--- src/hdl/mlfq_pkg.sv ---
package mlfq_pkg;

  localparam int LEVELS = 3;
  localparam int LVL_W  = 2;
  localparam int DW     = 16;
  localparam int TW     = 32;

  localparam logic [1:0] MODE_LOAD  = 2'd0;
  localparam logic [1:0] MODE_TICK  = 2'd1;
  localparam logic [1:0] MODE_CLEAR = 2'd2;

  localparam logic [1:0] REG_Q0 = 2'd0;
  localparam logic [1:0] REG_Q1 = 2'd1;
  localparam logic [1:0] REG_Q2 = 2'd2;

  typedef struct packed {
    logic load;
    logic clear;
    logic tick;
    logic scan_start;
    logic scan_chk;
    logic pop;
    logic latch;
    logic look;
    logic run;
    logic finish;
  } cmd_t;

  typedef struct packed {
    logic scan_done;
    logic any_ready;
    logic slice_active;
    logic last_unit;
    logic rem_zero;
  } stat_t;

endpackage

--- src/hdl/mlfq_tick_scheduler.sv ---
// Load, clear and ignored modes leave the FSM idle; busy stays low. A tick mid-slice
// goes idle, run, report. A slice start adds an arrival scan over the N loaded
// entries, then select, pop and look (repeated per zero-burst entry popped) before
// run; a slice end adds a scan and finish after run. The result strobes in the tick's
// last cycle. One tick is in flight at a time; the receiver cannot stall the result.
// Synchronous reset clears queues, counts and time and sets the quanta to 4, 8 and 16.
module mlfq_tick_scheduler #(
  parameter int MAX_PROCS = 16
) (
  input  logic        clk,
  input  logic        rst,
  input  logic        start,
  output logic        busy,
  input  logic [1:0]  mode,
  input  logic [15:0] proc_id,
  input  logic [15:0] arrival,
  input  logic [15:0] burst,
  output logic        result_valid,
  output logic [15:0] running_pid,
  output logic        idle,
  output logic        all_done,
  input  logic        psel,
  input  logic        penable,
  input  logic        pwrite,
  input  logic [3:0]  paddr,
  input  logic [31:0] pwdata,
  output logic [31:0] prdata,
  output logic        pready
);

  logic [mlfq_pkg::LEVELS-1:0][mlfq_pkg::DW-1:0] quantum;
  mlfq_pkg::cmd_t  cmd;
  mlfq_pkg::stat_t stat;
  logic            wr_en;

  assign pready = 1'b1;
  assign wr_en  = psel && penable && pwrite;

  always_ff @(posedge clk) begin
    if (rst) begin
      quantum[0] <= 16'd4;
      quantum[1] <= 16'd8;
      quantum[2] <= 16'd16;
    end else if (wr_en) begin
      unique case (paddr[3:2])
        mlfq_pkg::REG_Q0: quantum[0] <= pwdata[15:0];
        mlfq_pkg::REG_Q1: quantum[1] <= pwdata[15:0];
        mlfq_pkg::REG_Q2: quantum[2] <= pwdata[15:0];
        default: ;
      endcase
    end
  end

  always_comb begin
    unique case (paddr[3:2])
      mlfq_pkg::REG_Q0: prdata = {16'b0, quantum[0]};
      mlfq_pkg::REG_Q1: prdata = {16'b0, quantum[1]};
      mlfq_pkg::REG_Q2: prdata = {16'b0, quantum[2]};
      default:          prdata = '0;
    endcase
  end

  mlfq_ctrl u_ctrl (
    .clk(clk), .rst(rst), .start(start), .mode(mode), .stat(stat),
    .cmd(cmd), .busy(busy), .result_valid(result_valid)
  );

  mlfq_dpath #(.MAX_PROCS(MAX_PROCS)) u_dpath (
    .clk(clk), .rst(rst), .cmd(cmd), .stat(stat), .quantum(quantum),
    .proc_id(proc_id), .arrival(arrival), .burst(burst),
    .running_pid(running_pid), .idle(idle), .all_done(all_done)
  );

endmodule

--- src/hdl/mlfq_ram.sv ---
module mlfq_ram #(
  parameter int WIDTH = 16,
  parameter int DEPTH = 16
) (
  input  logic                     clk,
  input  logic                     we,
  input  logic [$clog2(DEPTH)-1:0] waddr,
  input  logic [WIDTH-1:0]         wdata,
  input  logic [$clog2(DEPTH)-1:0] raddr,
  output logic [WIDTH-1:0]         rdata
);

  logic [WIDTH-1:0] mem [DEPTH];

  always_ff @(posedge clk) begin
    if (we) begin
      mem[waddr] <= wdata;
    end
    rdata <= mem[raddr];
  end

endmodule

--- src/hdl/mlfq_ctrl.sv ---
module mlfq_ctrl (
  input  logic            clk,
  input  logic            rst,
  input  logic            start,
  input  logic [1:0]      mode,
  input  mlfq_pkg::stat_t stat,
  output mlfq_pkg::cmd_t  cmd,
  output logic            busy,
  output logic            result_valid
);

  localparam logic [3:0] S_IDLE    = 4'd0;
  localparam logic [3:0] S_ADM_RD  = 4'd1;
  localparam logic [3:0] S_ADM_CHK = 4'd2;
  localparam logic [3:0] S_SEL     = 4'd3;
  localparam logic [3:0] S_POP     = 4'd4;
  localparam logic [3:0] S_LOOK    = 4'd5;
  localparam logic [3:0] S_RUN     = 4'd6;
  localparam logic [3:0] S_FINISH  = 4'd7;
  localparam logic [3:0] S_REPORT  = 4'd8;

  logic [3:0] state, state_next;
  logic       phase, phase_next;

  always_ff @(posedge clk) begin
    if (rst) begin
      state <= S_IDLE;
      phase <= 1'b0;
    end else begin
      state <= state_next;
      phase <= phase_next;
    end
  end

  always_comb begin
    cmd        = '0;
    state_next = state;
    phase_next = phase;
    unique case (state)
      S_IDLE: begin
        if (start) begin
          unique case (mode)
            mlfq_pkg::MODE_LOAD:  cmd.load  = 1'b1;
            mlfq_pkg::MODE_CLEAR: cmd.clear = 1'b1;
            mlfq_pkg::MODE_TICK: begin
              cmd.tick = 1'b1;
              if (stat.slice_active) begin
                state_next = S_RUN;
              end else begin
                cmd.scan_start = 1'b1;
                phase_next     = 1'b0;
                state_next     = S_ADM_RD;
              end
            end
            default: ;
          endcase
        end
      end
      S_ADM_RD: begin
        if (stat.scan_done) begin
          state_next = phase ? S_FINISH : S_SEL;
        end else begin
          state_next = S_ADM_CHK;
        end
      end
      S_ADM_CHK: begin
        cmd.scan_chk = 1'b1;
        state_next   = S_ADM_RD;
      end
      S_SEL: begin
        if (stat.any_ready) begin
          cmd.pop    = 1'b1;
          state_next = S_POP;
        end else begin
          state_next = S_RUN;
        end
      end
      S_POP: begin
        cmd.latch  = 1'b1;
        state_next = S_LOOK;
      end
      S_LOOK: begin
        cmd.look   = 1'b1;
        // zero-burst entry finishes at once; pick again
        state_next = stat.rem_zero ? S_SEL : S_RUN;
      end
      S_RUN: begin
        cmd.run = 1'b1;
        if (stat.slice_active && stat.last_unit) begin
          cmd.scan_start = 1'b1;
          phase_next     = 1'b1;
          state_next     = S_ADM_RD;
        end else begin
          state_next = S_REPORT;
        end
      end
      S_FINISH: begin
        cmd.finish = 1'b1;
        state_next = S_REPORT;
      end
      S_REPORT: state_next = S_IDLE;
      default:  state_next = S_IDLE;
    endcase
  end

  assign busy         = (state != S_IDLE);
  assign result_valid = (state == S_REPORT);

endmodule

--- src/hdl/mlfq_dpath.sv ---
module mlfq_dpath #(
  parameter int MAX_PROCS = 16
) (
  input  logic                                   clk,
  input  logic                                   rst,
  input  mlfq_pkg::cmd_t                         cmd,
  output mlfq_pkg::stat_t                        stat,
  input  logic [mlfq_pkg::LEVELS-1:0][mlfq_pkg::DW-1:0] quantum,
  input  logic [mlfq_pkg::DW-1:0]                proc_id,
  input  logic [mlfq_pkg::DW-1:0]                arrival,
  input  logic [mlfq_pkg::DW-1:0]                burst,
  output logic [mlfq_pkg::DW-1:0]                running_pid,
  output logic                                   idle,
  output logic                                   all_done
);

  localparam int IW     = (MAX_PROCS > 1) ? $clog2(MAX_PROCS) : 1;
  localparam int CW     = $clog2(MAX_PROCS + 1);
  localparam int SLOT_D = (2 ** IW) * 4;
  localparam int DW     = mlfq_pkg::DW;
  localparam int LW     = mlfq_pkg::LVL_W;

  logic [CW-1:0]        loaded_total, finished_total, scan_i;
  logic [MAX_PROCS-1:0] admitted_mark;
  logic [IW-1:0]        level_head [mlfq_pkg::LEVELS];
  logic [IW-1:0]        level_tail [mlfq_pkg::LEVELS];
  logic [CW-1:0]        level_fill [mlfq_pkg::LEVELS];
  logic [mlfq_pkg::TW-1:0] now_time;
  logic [IW-1:0]        slice_owner;
  logic [LW-1:0]        slice_level, sel_lvl, first_lvl, push_lvl, next_lvl;
  logic [DW-1:0]        slice_left, cur_pid, cur_rem, run_pid;
  logic                 slice_active, ticking_started, run_idle;

  logic [DW-1:0] arr_rdata, pid_rdata, rem_rdata, q_sel, q_eff, slice_len;
  logic [IW-1:0] slot_rdata, push_idx, scan_idx, load_idx, rem_waddr;
  logic [DW-1:0] rem_wdata;
  logic          load_ok, adm_hit, push_en, rem_we, demote;

  function automatic logic [IW-1:0] ptr_inc(input logic [IW-1:0] p);
    ptr_inc = (p == IW'(MAX_PROCS - 1)) ? '0 : p + 1'b1;
  endfunction

  assign scan_idx = scan_i[IW-1:0];
  assign load_idx = loaded_total[IW-1:0];
  assign load_ok  = cmd.load && !ticking_started && (loaded_total < CW'(MAX_PROCS));
  assign adm_hit  = !admitted_mark[scan_idx] && ({16'b0, arr_rdata} <= now_time);
  assign demote   = cmd.finish && (cur_rem != '0);
  assign next_lvl = (slice_level == LW'(mlfq_pkg::LEVELS - 1)) ? slice_level
                                                                : slice_level + 1'b1;

  always_comb begin
    priority if (level_fill[0] != '0) first_lvl = 2'd0;
    else if (level_fill[1] != '0)     first_lvl = 2'd1;
    else                              first_lvl = 2'd2;
  end

  always_comb begin
    push_en  = 1'b0;
    push_lvl = 2'd0;
    push_idx = scan_idx;
    if (cmd.scan_chk && adm_hit) begin
      push_en = 1'b1;
    end else if (demote) begin
      push_en  = 1'b1;
      push_lvl = next_lvl;
      push_idx = slice_owner;
    end
  end

  always_comb begin
    unique case (sel_lvl)
      2'd0:    q_sel = quantum[0];
      2'd1:    q_sel = quantum[1];
      default: q_sel = quantum[2];
    endcase
    q_eff     = (q_sel == '0) ? 16'd1 : q_sel;
    slice_len = (rem_rdata < q_eff) ? rem_rdata : q_eff;
  end

  assign rem_we    = load_ok || demote;
  assign rem_waddr = load_ok ? load_idx : slice_owner;
  assign rem_wdata = load_ok ? burst : cur_rem;

  mlfq_ram #(.WIDTH(DW), .DEPTH(2 ** IW)) u_arr (
    .clk(clk), .we(load_ok), .waddr(load_idx), .wdata(arrival),
    .raddr(scan_idx), .rdata(arr_rdata)
  );

  mlfq_ram #(.WIDTH(DW), .DEPTH(2 ** IW)) u_pid (
    .clk(clk), .we(load_ok), .waddr(load_idx), .wdata(proc_id),
    .raddr(slot_rdata), .rdata(pid_rdata)
  );

  mlfq_ram #(.WIDTH(DW), .DEPTH(2 ** IW)) u_rem (
    .clk(clk), .we(rem_we), .waddr(rem_waddr), .wdata(rem_wdata),
    .raddr(slot_rdata), .rdata(rem_rdata)
  );

  mlfq_ram #(.WIDTH(IW), .DEPTH(SLOT_D)) u_slot (
    .clk(clk), .we(push_en), .waddr({push_lvl, level_tail[push_lvl]}), .wdata(push_idx),
    .raddr({first_lvl, level_head[first_lvl]}), .rdata(slot_rdata)
  );

  always_ff @(posedge clk) begin
    if (rst || cmd.clear) begin
      loaded_total    <= '0;
      finished_total  <= '0;
      scan_i          <= '0;
      admitted_mark   <= '0;
      now_time        <= '0;
      slice_owner     <= '0;
      slice_level     <= '0;
      slice_left      <= '0;
      slice_active    <= 1'b0;
      ticking_started <= 1'b0;
      sel_lvl         <= '0;
      for (int l = 0; l < mlfq_pkg::LEVELS; l++) begin
        level_head[l] <= '0;
        level_tail[l] <= '0;
        level_fill[l] <= '0;
      end
    end else begin
      if (load_ok) begin
        admitted_mark[load_idx] <= 1'b0;
        loaded_total            <= loaded_total + 1'b1;
      end
      if (cmd.tick) begin
        ticking_started <= 1'b1;
      end
      if (cmd.scan_start) begin
        scan_i <= '0;
      end
      if (cmd.scan_chk) begin
        if (adm_hit) begin
          admitted_mark[scan_idx] <= 1'b1;
        end
        scan_i <= scan_i + 1'b1;
      end
      if (push_en) begin
        level_tail[push_lvl] <= ptr_inc(level_tail[push_lvl]);
        level_fill[push_lvl] <= level_fill[push_lvl] + 1'b1;
      end
      if (cmd.pop) begin
        sel_lvl               <= first_lvl;
        level_head[first_lvl] <= ptr_inc(level_head[first_lvl]);
        level_fill[first_lvl] <= level_fill[first_lvl] - 1'b1;
      end
      if (cmd.latch) begin
        slice_owner <= slot_rdata;
      end
      if (cmd.look) begin
        if (rem_rdata == '0) begin
          finished_total <= finished_total + 1'b1;
        end else begin
          slice_level  <= sel_lvl;
          slice_left   <= slice_len;
          slice_active <= 1'b1;
        end
      end
      if (cmd.run) begin
        if (now_time != '1) begin
          now_time <= now_time + 1'b1;
        end
        if (slice_active) begin
          slice_left <= slice_left - 1'b1;
          if (slice_left == 16'd1) begin
            slice_active <= 1'b0;
          end
        end
      end
      if (cmd.finish && !demote) begin
        finished_total <= finished_total + 1'b1;
      end
    end
  end

  // payload of the running slice and of the pending result
  always_ff @(posedge clk) begin
    if (cmd.look) begin
      cur_pid <= pid_rdata;
      cur_rem <= rem_rdata;
    end
    if (cmd.run) begin
      if (slice_active) begin
        cur_rem  <= cur_rem - 1'b1;
        run_pid  <= cur_pid;
        run_idle <= 1'b0;
      end else begin
        run_pid  <= '0;
        run_idle <= 1'b1;
      end
    end
  end

  assign stat.scan_done    = (scan_i == loaded_total);
  assign stat.any_ready    = (level_fill[0] != '0) || (level_fill[1] != '0) ||
                             (level_fill[2] != '0);
  assign stat.slice_active = slice_active;
  assign stat.last_unit    = (slice_left == 16'd1);
  assign stat.rem_zero     = (rem_rdata == '0);

  assign running_pid = run_pid;
  assign idle        = run_idle;
  assign all_done    = (finished_total == loaded_total);

`ifndef SYNTHESIS
  a_fin_le_loaded: assert property (@(posedge clk) disable iff (rst)
    finished_total <= loaded_total)
    else $error("finished count exceeds loaded count");

  a_fill_le_loaded: assert property (@(posedge clk) disable iff (rst)
    ({2'b0, level_fill[0]} + {2'b0, level_fill[1]} + {2'b0, level_fill[2]})
      <= {2'b0, loaded_total})
    else $error("queued entries exceed loaded count");

  a_active_left: assert property (@(posedge clk) disable iff (rst)
    slice_active |-> (slice_left != '0) && (slice_left <= cur_rem))
    else $error("active slice without time left");

  a_no_load_after_tick: assert property (@(posedge clk) disable iff (rst)
    (ticking_started && !cmd.clear) |=> $stable(loaded_total))
    else $error("table grew after ticking started");
`endif

endmodule

--- config.mk ---
export PLATFORM = sky130hd
export DESIGN_NAME = mlfq_tick_scheduler
export DESIGN_NICKNAME = d
export VERILOG_FILES = /design/src/hdl/mlfq_pkg.sv /design/src/hdl/mlfq_tick_scheduler.sv /design/src/hdl/mlfq_ram.sv /design/src/hdl/mlfq_ctrl.sv /design/src/hdl/mlfq_dpath.sv
export SDC_FILE = /design/constraint.sdc
export NUM_CORES = 2
export LEC_CHECK = 0
export BUFFER_PORTS_ARGS = -buffer_cell sky130_fd_sc_hd__buf_2
export CORE_MARGIN = 8
export CORE_UTILIZATION = 62
export CTS_BUF_LIST = sky130_fd_sc_hd__clkbuf_8
export DETAILED_ROUTE_END_ITERATION = 7
export PLACE_DENSITY = 0.91
export REMOVE_ABC_BUFFERS = 1
export SETUP_SLACK_MARGIN = 0.3
export SLEW_MARGIN = 20
export SYNTH_ARGS = -nofsm -noshare
export SYNTH_HDL_FRONTEND = slang
export SYNTH_SLANG_ARGS = --single-unit
--- constraint.sdc ---
create_clock -name clk -period 12.22 [get_ports clk]
set_input_delay 1.222 -clock clk [delete_from_list [all_inputs] [get_ports clk]]
set_output_delay 1.222 -clock clk [all_outputs]
set_load 0.02 [all_outputs]
==> run_results.csv <==
group,metric,value,unit
worst_hold_path,holdPathStages,0,
synthesis,synth_top_cell_area_share,0.6164,
drt,first_iter_violations,4494,
synthesis,synth_common_cells,"1041 x edfxtp_1, 291 x nand2_1, 285 x nor2_1",
synthesis,synth_cells,3161,
global_route,antenna_found_initial,14,
final_layout,area_growth,10.97,%
floorplanning,pin_count,145,
pwr,power.density,155.0,nW/µm²
final_layout,multiInputGateArea,14590,µm²
final_layout,register_area,35490,µm²
synthesis,synth-main-ff-cell,"edfxtp_1",
timing,post-route-period-util,0.3456,
synthesis,yosys.area.top_type,"edfxtp_1",
global_route,gr-total-overflow,0,
synthesis,synth_edf_count,1041,
clock_network,cts_buffers,185,
timing,clock_skew,0.07655,ns
synthesis,yosysUniqueCellTypes,80,
critical_path,critPathBufInv,1,
timing,fin_crit,4.224,ns
place,dp_hpwl,76.49,mm
critical_path,crit_fanout,25,
synthesis,ys_warn_count,0,
global_route,grt_pass1_vias,30786,
flow_run,drv_cap,0,
place,numPortBuffers,109,
timing,grt_setup_unrepaired,"no",
synthesis,ys_top_cells_by_area,"edfxtp_1 62%, mux4_2 12%, dfxtp_1 8.3%",
clock_network,cts.sinks,1251,
synthesis,synth_area,50710,µm²
clock_network,cts_tree,"done",
floorplanning,core.rowCount,105,
synthesis,synthXorXnorAreaFrac,0.008635,
clock_network,path_clk_slew,0.07,ns
drt,vias_per_cell,6.746,
critical_path,cp-start-kind,"register",
synthesis,yosysMostFrequentCell,"edfxtp_1",
global_route,grt_pass1_wl,191.2,mm
drt,wl_per_cell,28.34,µm
floorplanning,start_util,0.6216,
clock_network,cts_root_buf,"clkbuf_8",
floorplanning,dieArea,91200,µm²
critical_path,criticalPathCategory,"reg -> reg",
place,gp_congestion,0.9092,
critical_path,worstSetupEndpointType,"register",
critical_path,r2r.worst_path.cells,9,
timing,report.final.slew_viol_count,0,
global_route,grt_start_max_net_pins,92,
timing,hold_slack,0.4039,ns
pwr,leakage,18.58,nW
clock_network,cts.path.max_buffers,3,
drt,dr.pass1.iters,6,
critical_path,r2r-start,"u_dpath.level_fill[0][1]",
drt,vias,30922,
critical_path,crit_required,12.90,ns
timing,setup_viol,0,
synthesis,ys_seq_elements,1251,
synthesis,muxShareOfSynthArea,0.1393,
timing,worst_pin_slew,1.132,ns
critical_path,crit_arrival,4.91,ns
critical_path,cpLargestDelayFamily,"simple AND/OR/NAND/NOR gates",
pwr,power,8.725,mW
global_route,gr-usage-all-layers,0.2820,
floorplanning,core_area,81580,µm²
clock_network,hold_buffers,0,
timing,hold_violations,0,
outcome,outcome,"finished clean",
timing,max_freq,236.8,MHz
synthesis,synth_top_family_by_area,"multiplexers",
final_layout,drive_above_1_share,0.2221,
critical_path,cp_cell_sequence,"or4_4, nor2_1, a31o_2, clkinv_1, nor2_1, a221oi_1, a31oi_1, nor2_1, or3_1",
synthesis,yosys.area_share.simple,0.07638,
critical_path,regToRegEndpoint,"u_dpath.u_slot.rdata[2]",
synthesis,avgSynthCellArea,16.04,µm²
final_layout,fin_area,56280,µm²
worst_hold_path,holdPathEnd,"u_dpath.cur_pid[14]",
pwr,ir_drop,0.0001310,V
worst_hold_path,hold_class,"reg -> reg",
clock_network,cts_setup_buffers,0,
critical_path,cp_common_cell,"nor2_1",
clock_network,insertion_delay,0.88,ns
critical_path,max_stage_delay,0.80,ns
place,post_dp_cell_area,52490,µm²
worst_hold_path,min_from,"u_dpath.u_pid.rdata[14]",
critical_path,reg2reg_setup_slack,8.00,ns
clock_network,cts-resized-gates,0,
floorplanning,die_h,302,µm
synthesis,synthArstFlopShare,0,
clock_network,htreeDepth,4,
final_layout,nets,3489,
drt,drc,0,
timing,slew_headroom,0.2455,
timing,fin_tns_setup,0,ns
drt,drt-total-wl,129.9,mm
critical_path,cp_slowest_cell,"clkinv_1",
synthesis,synth_compound_area_frac,0.04448,
synthesis,ys_seq_area_frac,0.6993,
drt,postRouteAntennaNets,0,
floorplanning,die_width,302,µm
synthesis,synth_fa_ha_area_frac,0.01209,
final_layout,n_fill_cell,4593,
-- registers in the layout, indices dropped and copies added (netlist names), 20 cells and up --
| name | cells |
|---|---|
| u_dpath.u_rem.mem | 256 |
| u_dpath.now_time | 32 |
| u_dpath.u_slot.mem | 192 |
| quantum | 48 |
| u_dpath.u_arr.mem | 256 |
| u_dpath.u_pid.mem | 256 |
| u_dpath.level_fill | 20 |
-- cell type report --
cell class              instances  share of cell area
well taps                    1070             0.02379
clock buffers                 205             0.05014
clock inverters               141             0.01539
repair buffers                160             0.01656
diodes                          7           0.0003113
flip-flops and latches       1251              0.6306
multi-input cells            1690              0.2593
inverters                      60            0.004002
-- power breakdown --
part           switching [mW]  internal [mW]  total, mW
combinational           0.341          0.275      0.617
sequential             0.0899           4.67       4.76
clock                    1.65           1.70       3.35
total                    2.08           6.64       8.73
-- worst max-delay path by stage --
stage	slack (ns)	start	to	cells after the start
finish	8.00	u_dpath.level_fill[0][1]	u_dpath.u_slot.rdata[2]	9
global route	7.75	u_dpath.level_fill[0][1]	u_dpath.level_fill[2][3]	8
CTS	8.00	u_ctrl.state[3]	u_dpath.u_rem.mem[7][9]	7
detailed placement	7.71	start	u_dpath.u_rem.mem[3][9]	7
global placement	7.86	start	u_dpath.u_rem.mem[3][8]	7
floorplan	5.67	u_dpath.u_slot.rdata[0]	u_dpath.u_pid.rdata[0]	2
-- kinds of logic after synthesis --
family                   count (synthesis)
flip-flops                            1251
AND/OR/NAND/NOR                        856
multiplexers                           362
AO/OA/AOI/OAI                          356
buffers and inverters                  235
XOR/XNOR                                50
adder cells (fa/ha/maj)                 49
other                                    2
-- layout by cell type, fill, tap and decap left out, types with 50 or more instances in the layout --
cell,n
a21oi_1,125
mux4_2,273
nand3_1,83
edfxtp_1,1041
o21ai_0,69
nor2_1,252
mux2i_1,70
buf_2,109
dfxtp_1,201
clkbuf_8,205
nand2_1,291
inv_1,131
buf_4,50
-- metal layers --
layer  vias up  track usage  routed length [µm]
li1      12713            -                   -
met1     15304       0.3504               44100
met2      2447       0.4758               65240
met3       454      0.06009               14560
met4         4       0.1322                5985
met5         -            0                  23
-- stage by stage --
step / instances / util / worst slack, ns
final: 4584 / 0.6898 / 7.996
after global routing: 4582 / 0.6897 / 7.749
after CTS: 4577 / 0.6886 / 8.004
after detailed placement: 4231 / 0.6434 / 7.707
after global placement: 4231 / 0.6433 / 7.856
after floorplan: 3001 / - / 5.667
No activity file was read; power rests on OpenSTA's default activity.
